File: src/hdl/dps_pkg.sv
`timescale 1ns / 1ps
`default_nettype none
// ----------------------------------------------------------------------------
// Dual pattern stream search package
// Shared types, register indexes and helper functions for the search unit.
// ----------------------------------------------------------------------------
package dps_pkg;

    localparam int MAX_PATTERN = 16;
    localparam int POS_W       = 5;
    localparam int LEN_W       = 5;
    localparam int TIMEOUT_W   = 32;
    localparam int ELAPSED_W   = TIMEOUT_W + 1;
    localparam int CFG_ADDR_W  = 3;
    localparam int CFG_DATA_W  = 64;
    localparam int BYTE_W      = 8;

    typedef logic [POS_W-1:0]     pos_t;
    typedef logic [LEN_W-1:0]     len_t;
    typedef logic [ELAPSED_W-1:0] elapsed_t;

    typedef enum logic [1:0] {
        MODE_START = 2'd0,
        MODE_BYTE  = 2'd1,
        MODE_TICK  = 2'd2,
        MODE_NONE  = 2'd3
    } mode_t;

    typedef enum logic [1:0] {
        OUT_TIMEOUT = 2'd0,
        OUT_FIRST   = 2'd1,
        OUT_SECOND  = 2'd2
    } outcome_t;

    typedef enum logic [CFG_ADDR_W-1:0] {
        REG_FIRST_LOW   = 3'd0,
        REG_FIRST_HIGH  = 3'd1,
        REG_SECOND_LOW  = 3'd2,
        REG_SECOND_HIGH = 3'd3,
        REG_FIRST_LEN   = 3'd4,
        REG_SECOND_LEN  = 3'd5,
        REG_SECOND_EN   = 3'd6,
        REG_TIMEOUT     = 3'd7
    } reg_index_t;

    // Lengths above the pattern storage are treated as the full pattern.
    function automatic len_t eff_len(input len_t len);
        if (len > len_t'(MAX_PATTERN)) begin
            return len_t'(MAX_PATTERN);
        end
        return len;
    endfunction

    function automatic logic [BYTE_W-1:0] pattern_byte(
        input logic [63:0] lo,
        input logic [63:0] hi,
        input pos_t        pos
    );
        logic [127:0] word;
        word = {hi, lo};
        return word[{pos[3:0], 3'b000} +: BYTE_W];
    endfunction

    // Naive restart: a mismatch drops to zero without rechecking byte zero.
    function automatic pos_t advance(
        input pos_t              pos,
        input len_t              len,
        input logic [63:0]       lo,
        input logic [63:0]       hi,
        input logic [BYTE_W-1:0] rx
    );
        if (pos >= len) begin
            return pos;
        end
        if (pattern_byte(lo, hi, pos) == rx) begin
            return pos + pos_t'(1);
        end
        return '0;
    endfunction

endpackage

`default_nettype wire

File: src/hdl/dual_pattern_stream_search_unit.sv
`timescale 1ns / 1ps
`default_nettype none
// A result is registered onto the master side the cycle after its item is accepted.
// Throughput: one item per cycle unless the output stalls; the match positions and
// tick count update in one pass: two byte compares, a 33-bit increment and compare.
// Reset: synchronous, active low; clears the configuration registers, the search
// state and the output valid. No clearing pass is needed.
// ----------------------------------------------------------------------------
// Dual pattern stream search unit
// Searches a byte stream for one of two configured patterns with a tick timeout.
// ----------------------------------------------------------------------------
module dual_pattern_stream_search_unit (
    input  wire logic                              aclk,
    input  wire logic                              aresetn,
    // Configuration write port.
    input  wire logic                              cfg_we,
    input  wire logic [dps_pkg::CFG_ADDR_W-1:0]    cfg_addr,
    input  wire logic [dps_pkg::CFG_DATA_W-1:0]    cfg_wdata,
    // Input items.
    input  wire logic                              s_tvalid,
    output logic                                   s_tready,
    input  wire logic [7:0]                        s_tdata,  // [7:0] received_byte
    input  wire logic [1:0]                        s_tuser,  // [1:0] mode
    // Result items.
    output logic                                   m_tvalid,
    input  wire logic                              m_tready,
    output logic [7:0]                             m_tdata   // [1:0] outcome
);
    import dps_pkg::*;

    logic [63:0]          first_low_reg, first_high_reg;
    logic [63:0]          second_low_reg, second_high_reg;
    len_t                 first_len_reg, second_len_reg;
    logic                 second_en_reg;
    logic [TIMEOUT_W-1:0] timeout_reg;

    logic     searching_reg, searching_next;
    pos_t     first_pos_reg, first_pos_next;
    pos_t     second_pos_reg, second_pos_next;
    elapsed_t elapsed_reg, elapsed_next;

    logic     out_valid_reg;
    outcome_t outcome_reg;

    logic     accept;
    logic     res_valid;
    outcome_t res_outcome;
    len_t     l1, l2;
    mode_t    mode;
    elapsed_t elapsed_inc;

    assign s_tready = !out_valid_reg || m_tready;
    assign accept   = s_tvalid && s_tready;
    assign m_tvalid = out_valid_reg;
    assign m_tdata  = {6'b0, outcome_reg};

    assign l1   = eff_len(first_len_reg);
    assign l2   = eff_len(second_len_reg);
    assign mode = mode_t'(s_tuser);

    // The counter saturates; in practice it stops well before since the
    // timeout is at most 32 bits wide.
    assign elapsed_inc = (elapsed_reg == '1) ? elapsed_reg : elapsed_reg + elapsed_t'(1);

    always_comb begin
        searching_next  = searching_reg;
        first_pos_next  = first_pos_reg;
        second_pos_next = second_pos_reg;
        elapsed_next    = elapsed_reg;
        res_valid       = 1'b0;
        res_outcome     = OUT_TIMEOUT;
        unique case (mode)
            MODE_START: begin
                searching_next  = 1'b1;
                first_pos_next  = '0;
                second_pos_next = '0;
                elapsed_next    = '0;
            end
            MODE_BYTE: begin
                if (searching_reg) begin
                    first_pos_next = advance(first_pos_reg, l1, first_low_reg,
                                             first_high_reg, s_tdata);
                    if (second_en_reg) begin
                        second_pos_next = advance(second_pos_reg, l2, second_low_reg,
                                                  second_high_reg, s_tdata);
                    end
                end
            end
            MODE_TICK: begin
                if (searching_reg) begin
                    elapsed_next = elapsed_inc;
                    if (elapsed_inc > {1'b0, timeout_reg}) begin
                        searching_next = 1'b0;
                        res_valid      = 1'b1;
                        res_outcome    = OUT_TIMEOUT;
                    end
                end
            end
            default: begin
            end
        endcase
        // Completion check after a start or a byte; the first pattern wins a tie.
        if (mode == MODE_START || (mode == MODE_BYTE && searching_reg)) begin
            if (first_pos_next >= l1) begin
                searching_next = 1'b0;
                res_valid      = 1'b1;
                res_outcome    = OUT_FIRST;
            end else if (second_en_reg && second_pos_next >= l2) begin
                searching_next = 1'b0;
                res_valid      = 1'b1;
                res_outcome    = OUT_SECOND;
            end
        end
    end

    always_ff @(posedge aclk) begin
        if (!aresetn) begin
            first_low_reg   <= '0;
            first_high_reg  <= '0;
            second_low_reg  <= '0;
            second_high_reg <= '0;
            first_len_reg   <= '0;
            second_len_reg  <= '0;
            second_en_reg   <= 1'b0;
            timeout_reg     <= '0;
        end else if (cfg_we) begin
            unique case (reg_index_t'(cfg_addr))
                REG_FIRST_LOW:   first_low_reg   <= cfg_wdata;
                REG_FIRST_HIGH:  first_high_reg  <= cfg_wdata;
                REG_SECOND_LOW:  second_low_reg  <= cfg_wdata;
                REG_SECOND_HIGH: second_high_reg <= cfg_wdata;
                REG_FIRST_LEN:   first_len_reg   <= cfg_wdata[LEN_W-1:0];
                REG_SECOND_LEN:  second_len_reg  <= cfg_wdata[LEN_W-1:0];
                REG_SECOND_EN:   second_en_reg   <= cfg_wdata[0];
                REG_TIMEOUT:     timeout_reg     <= cfg_wdata[TIMEOUT_W-1:0];
                default: begin
                end
            endcase
        end
    end

    always_ff @(posedge aclk) begin
        if (!aresetn) begin
            searching_reg  <= 1'b0;
            first_pos_reg  <= '0;
            second_pos_reg <= '0;
            elapsed_reg    <= '0;
        end else if (accept) begin
            searching_reg  <= searching_next;
            first_pos_reg  <= first_pos_next;
            second_pos_reg <= second_pos_next;
            elapsed_reg    <= elapsed_next;
        end
    end

    always_ff @(posedge aclk) begin
        if (!aresetn) begin
            out_valid_reg <= 1'b0;
        end else if (s_tready) begin
            out_valid_reg <= accept && res_valid;
        end
    end

    always_ff @(posedge aclk) begin
        if (accept && res_valid) begin
            outcome_reg <= res_outcome;
        end
    end

    // Any item that produces a result also ends the search.
    a_result_ends_search: assert property (@(posedge aclk) disable iff (!aresetn)
        accept && res_valid |=> !searching_reg)
        else $error("search still active after a result");

    // Match positions never run past the pattern storage.
    a_pos_bounded: assert property (@(posedge aclk) disable iff (!aresetn)
        first_pos_reg <= pos_t'(MAX_PATTERN) && second_pos_reg <= pos_t'(MAX_PATTERN))
        else $error("match position beyond pattern storage");

    // The input side only stalls behind a result that is waiting.
    a_stall_needs_result: assert property (@(posedge aclk) disable iff (!aresetn)
        !s_tready |-> m_tvalid && !m_tready)
        else $error("input stalled without a pending result");

endmodule

`default_nettype wire

File: config.mk
export PLATFORM = sky130hd
export DESIGN_NAME = dual_pattern_stream_search_unit
export DESIGN_NICKNAME = d
export VERILOG_FILES = /design/src/hdl/dps_pkg.sv /design/src/hdl/dual_pattern_stream_search_unit.sv
export SDC_FILE = /design/constraint.sdc
export NUM_CORES = 1
export LEC_CHECK = 0
export ABC_AREA = 0
export BUFFER_PORTS_ARGS = -buffer_cell sky130_fd_sc_hd__buf_2
export CAP_MARGIN = 10
export CORE_MARGIN = 2
export CORE_UTILIZATION = 56
export CTS_CLUSTER_DIAMETER = 120
export CTS_CLUSTER_SIZE = 12
export DETAILED_ROUTE_END_ITERATION = 8
export GPL_TIMING_DRIVEN = 1
export PLACE_DENSITY = 0.74
export SKIP_LAST_GASP = 1
export SLEW_MARGIN = 20
export SYNTH_ARGS = -nofsm -noshare
export SYNTH_HDL_FRONTEND = slang
export SYNTH_SLANG_ARGS = --single-unit
File: constraint.sdc
create_clock -name aclk -period 7.2 [get_ports aclk]
set_input_delay 1.08 -clock aclk [delete_from_list [all_inputs] [get_ports aclk]]
set_output_delay 1.08 -clock aclk [all_outputs]
set_load 0.01 [all_outputs]
==> results.json, run 1 <==
{
  "drtIter0Drc": 1497,
  "synth-compound-area-share": 0.164,
  "finalMaxSlewViolations": 0,
  "synth_flop_cell": "dfxtp_1",
  "cts_hold_buf": 0,
  "firstDrtPassIters": 5,
  "worstSetupStartpointType": "flop",
  "crit_arrival_ns": 6.35,
  "synth_top_cell_area_share": 0.405,
  "yosys.area_share.xor_xnor": 0.0237,
  "crit_chain": "buf_4, mux4_2, mux2i_1, mux2i_1, xnor2_1, o2111ai_1, or4_1, nor2_1, a21oi_1, ha_1, nand2b_1, a21o_1, a21o_1, a21o_1, a21o_1, a22o_1, a2111oi_0, nor3_1",
  "placedInstanceArea_mm2": 0.0176,
  "fin_crit_ns": 6.11,
  "grt_pass1_vias": 14174,
  "dieHeight_um": 178,
  "pwr_density_cell_mw_per_mm2": 208,
  "crit_start": "first_pos_reg[1]",
  "netlist_instances": 2114,
  "ioPinCount": 92,
  "period_share": 0.849,
  "synthAdderAreaFrac": 0.0405,
  "grt_usage": 0.321,
  "nNetsFinal": 2259,
  "ys_seq_elements": 346,
  "grt_pass1_wl_mm": 79.1,
  "portBuffers": 85,
  "tns_ns": 0,
  "gp_congestion": 0.942,
  "drt.antenna.violating_nets": 0,
  "design_area_mm2": 0.0185,
  "syn2layout_area_growth_pct": 8.81,
  "wl_per_cell_um": 20.1,
  "grt_max_degree": 116,
  "vias_per_cell": 6.04,
  "synth_area_leader_cell": "dfxtp_1",
  "vias": 15201,
  "postCtsSetupRepairBufs": 0,
  "gr-total-overflow": 0,
  "regToRegSetupSlack_ns": 1.09,
  "synth_edf_count": 2,
  "critPathMaxStageDelay_ns": 1.05,
  "cts_tree": "done",
  "dp_hpwl_mm": 34.9,
  "stdcell_count": 2517,
  "clock_skew_ns": 0.0184,
  "cts-root-buf": "clkbuf_16",
  "synth_common_cells": "nand2_1 (642), dfxtp_1 (344), a21oi_1 (329)",
  "htree_levels": 2,
  "crit_top_cell": "a21o_1",
  "power_leakage_uw": 0.00652,
  "hold_start": "second_low_reg[43]",
  "design.die.area_mm2": 0.0318,
  "synth_simple_gate_area_frac": 0.214,
  "netlist_top_cells_area": "dfxtp_1 (41%), nand2_1 (14%), a21oi_1 (9.7%)",
  "worstReg2RegStart": "first_pos_reg[1]",
  "finalSetupViolCount": 0,
  "tightest_slew_ns": 1.13,
  "synth_top_family_by_area": "simple AND/OR/NAND/NOR gates",
  "hp-class": "reg -> reg",
  "syn_area_mm2": 0.0170,
  "synthMuxAreaShare": 0.102,
  "clk_pin_slew_ns": 0.06,
  "cts_sinks": 346,
  "post_cts_resized": 0,
  "syn_area_per_cell_um2": 8.04,
  "status": "completed",
  "start_util": 0.570,
  "core_mm2": 0.0298,
  "yosysSeqAreaShare": 0.409,
  "total_power_uw": 3840,
  "antenna_found_initial": 2,
  "crit_family": "compound AO/OA/AOI/OAI gates",
  "dp_cells": 2476,
  "synth_cell_types": 61,
  "cp_max_fo": 15,
  "synthArstFlopShare": 0,
  "synth_most_common_cell": "nand2_1",
  "crit_path_end_kind": "flop",
  "drc": 0,
  "slowest_stage": "dfxtp_1",
  "wirelength_mm": 50.5,
  "fmax_ghz": 0.164,
  "num_rows": 63,
  "cp_data_required_time_ns": 7.43,
  "numCtsBuffers": 34,
  "critical_path_class": "reg -> reg",
  "hold_violations": 0,
  "path_buf_inv": 1,
  "clkLatencyLatePin_ns": 0.53,
  "max-slew-margin-rel": 0.242,
  "layout-drive-gt1-share": 0.0997,
  "yosys_warnings": 0,
  "cts_buffer_depth": 3,
  "rsz0062_at_grt": "false",
  "die_x_um": 178,
  "maxCapViolCount": 0,
  "ir_worst_vdd_mv": 0.198
}
[power by group]
group	internal (uW)	switching, uW
clock	881	723
sequential	1950	21.2
combinational	79.6	188
[path summary, 6_finish.rpt]
path | to | cells after the start
setup reg to reg | outcome_reg[1] | 18
setup / recovery | outcome_reg[1] | 18
hold / removal | second_low_reg[43] | 2
hold reg to reg | second_low_reg[43] | 2
[kinds of logic (layout without fill, tap and decap cells)]
kind of cell / Yosys count / after routing
AND/OR/NAND/NOR: 866 / 866
AO/OA/AOI/OAI: 487 / 487
flip-flops: 346 / 346
buffers and inverters: 197 / 204
multiplexers: 116 / 116
adder cells (fa/ha/maj): 55 / 55
XOR/XNOR: 46 / 46
other: 1 / 7
[layer usage]
metal | wire, um | vias up | GRT usage
met3 | 4020 | 126 | 0.0452
met1 | 20900 | 7129 | 0.428
met2 | 23400 | 684 | 0.523
met4 | 2260 | 0 | 0.136
met5 | 0 | - | 0
li1 | - | 7262 | -
[area by class of cell]
class / instances / area, um2
Fill cell: 2626 / 11300
Multi-Input combinational cell: 1576 / 9300
Sequential cell: 346 / 6950
Clock buffer: 38 / 897
Timing Repair Buffer: 111 / 621
Tap cell: 390 / 488
Inverter: 53 / 206
Clock inverter: 2 / 28.8
Antenna cell: 1 / 2.50
[cells in the final DEF (no fill, tap or decap), types with 7 or more instances in the layout]
| master | instances |
|---|---|
| a22o_1 | 7 |
| xnor2_1 | 29 |
| nand4_1 | 18 |
| dfxtp_1 | 342 |
| nor2_1 | 52 |
| inv_1 | 49 |
| nor2b_1 | 17 |
| and3_1 | 16 |
| or3_1 | 14 |
| nor4_1 | 14 |
| clkbuf_16 | 35 |
| nand2_1 | 640 |
| mux4_2 | 46 |
| nor3_1 | 16 |
| nand2b_1 | 9 |
| a21o_1 | 35 |
| a211oi_1 | 7 |
| mux2i_1 | 68 |
| o21ai_0 | 41 |
| nand3_1 | 35 |
| a21oi_1 | 329 |
| buf_4 | 26 |
| xor2_1 | 17 |
| ha_1 | 55 |
| and2_1 | 10 |
| a22oi_1 | 24 |
| buf_2 | 85 |
[stage by stage]
step,util,hold WS (ns),worst slack [ns]
after global placement,0.589,0.439,1.35
after floorplan,-,0.432,1.98
final,0.621,0.452,1.09
after CTS,0.620,0.453,1.14
after global routing,0.620,0.460,0.654
after detailed placement,0.589,0.443,1.19
[worst min-delay path, cell delays in order (launching register included)]
cell     delay (ns)
dfxtp_1        0.31
nand2_1        0.05
a21oi_1        0.05
No activity file was read; power rests on OpenSTA's default activity.
==> run 2, diff against run 1 <==
Clock period 7.2 ns to 6 ns, I/O delays scaled along.
==> run 2 against run 1 <==
Compared with the run above:
- cell count rose by 0.12%
- first-iteration DRC count rose by 7.5%
- register-to-register slack got worse by 0.70 ns
- worst hold slack barely moved
- design area rose by 0.39%
- critical path depth did not move
- total power rose by 20%
- critical path type unchanged
- worst setup slack got worse by 0.70 ns
- core utilization rose by 0.24 points
- highest routed layer unchanged
- clock-buffer cell count fell by 1
- largest power group unchanged
- sequential share of layout area fell by 0.15 points
- flip-flop and latch count did not move
==> results.json, run 2 (synthesis results as in run 1) <==
{
  "gp_congestion": 0.975,
  "cts_buffer_depth": 3,
  "multi_input_area_mm2": 0.00930,
  "regArea_mm2": 0.00695,
  "status": "completed",
  "layout-drive-gt1-share": 0.101,
  "firstDrtPassIters": 5,
  "setup_ws_ns": 0.390,
  "postCtsSetupRepairBufs": 0,
  "grt_max_degree": 170,
  "final_common_cell": "nand2_1",
  "dp_cells": 2479,
  "syn2layout_area_growth_pct": 9.24,
  "worstSetupStartpointType": "flop",
  "drt.antenna.violating_nets": 0,
  "fmax_ghz": 0.178,
  "postLayoutCoreUtil": 0.623,
  "gr-total-overflow": 0,
  "hold_start": "first_low_reg[62]",
  "rsz0062_at_grt": "false",
  "worstReg2RegStart": "first_pos_reg[2]",
  "cts_sinks": 346,
  "cts_tree": "done",
  "combPwrFrac": 0.070,
  "vias": 15394,
  "grt_usage": 0.320,
  "hp-class": "reg -> reg",
  "cts-root-buf": "clkbuf_16",
  "core_mm2": 0.0298,
  "finalSetupViolCount": 0,
  "nNetsFinal": 2262,
  "cp_max_fo": 18,
  "drc": 0,
  "critical_path_class": "reg -> reg",
  "wirelength_mm": 51.0,
  "switchingPower_uw": 1130,
  "grt_pass1_wl_mm": 79.2,
  "vias_per_cell": 6.11,
  "clkLatencyLatePin_ns": 0.53,
  "pwr_density_cell_mw_per_mm2": 249,
  "period_share": 0.935,
  "maxCapViolCount": 0,
  "crit_arrival_ns": 5.86,
  "p_sw_frac": 0.244,
  "tns_ns": 0,
  "cts_hold_buf": 0,
  "dp_hpwl_mm": 34.9,
  "total_power_uw": 4620,
  "wl_per_cell_um": 20.2,
  "pre_cts_slack_ns": 0.343,
  "stdcell_count": 2520,
  "grt_pass1_vias": 14494,
  "post_cts_resized": 0,
  "ioPinCount": 92,
  "dieHeight_um": 178,
  "fin_crit_ns": 5.61,
  "portBuffers": 85,
  "clock_skew_ns": 0.0146,
  "antenna_found_initial": 2,
  "seq_power_share": 0.512,
  "finalMaxSlewViolations": 0,
  "clockPowerShare": 0.418,
  "most-common-layout-cells": "nand2_1 (640), dfxtp_1 (342), a21oi_1 (329)",
  "p_int_uw": 3490,
  "tightest_slew_ns": 0.964,
  "drtIter0Drc": 1610,
  "hold_violations": 0,
  "ir_worst_vdd_mv": 0.247,
  "clk_pin_slew_ns": 0.06,
  "design.die.area_mm2": 0.0318,
  "crit_start": "first_pos_reg[2]",
  "crit_path_end_kind": "flop",
  "max-slew-margin-rel": 0.352,
  "htree_levels": 2,
  "num_rows": 63,
  "power_leakage_uw": 0.00655,
  "n_fill_cell": 2651,
  "cp_data_required_time_ns": 6.25,
  "start_util": 0.570,
  "numCtsBuffers": 34,
  "die_x_um": 178
}
-- run 2: cell count changes in the layout (fill, tap and decap cells not counted), sizes merged --
cell	delta
diode	+1
clkbuf	-1
buf	+3
-- run 2: power by group through the flow --
stage / clock, uW / sequential [uW] / combinational (uW)
floorplan: 0 / 2410 / 186
global placement: 0 / 2420 / 311
detailed placement: 0 / 2420 / 316
CTS: 1950 / 2370 / 318
global route: 2030 / 2370 / 349
finish: 1930 / 2370 / 324
-- run 2: worst max-delay path, stage by stage (launching register included) --
cell and delay (ns):
dfxtp_2 0.66, buf_4 0.38, mux2i_1 0.23, a22oi_1 0.12, a21o_1 0.21, a221oi_1 0.47
o2111ai_2 0.25, or4_1 0.65, nor2_1 0.15, a21oi_1 0.06, ha_1 0.29, nand2b_1 0.14
a21o_1 0.17, a21o_1 0.17, a21o_1 0.17, a21o_1 0.19, a22o_1 0.25, a2111oi_1 0.60
nor3_1 0.16
-- run 2: through the flow --
step / instance area [um2] / hold slack, ns
4_1_cts: 18600 / 0.454
2_1_floorplan: 17000 / 0.432
6_report: 18600 / 0.452
3_5_place_dp: 17600 / 0.446
5_1_grt: 18600 / 0.467
3_3_place_gp: 17600 / 0.438
-- run 2: metal layers --
| metal | track usage | part of all wire |
|---|---|---|
| met1 | 0.412 | 0.41 |
| met2 | 0.534 | 0.47 |
| met3 | 0.0422 | 0.070 |
| met4 | 0.152 | 0.048 |
| met5 | 0 | 0 |
-- run 2: path summary, 6_finish.rpt --
kind	depth (start not counted)	slack (ns)	endpoint
setup / recovery	18	0.39	outcome_reg[0]
hold / removal	2	0.45	first_low_reg[62]
setup reg to reg	18	0.39	outcome_reg[0]
hold reg to reg	2	0.45	first_low_reg[62]
-- run 2: cell type report --
type / instances / share of cell area
antenna: 2 / 0.000270
clock buffer: 37 / 0.0481
clock inverter: 2 / 0.00155
inverter: 53 / 0.0111
multi-input combinational: 1576 / 0.501
sequential: 346 / 0.374
tap: 390 / 0.0263
timing repair buffer: 114 / 0.0373
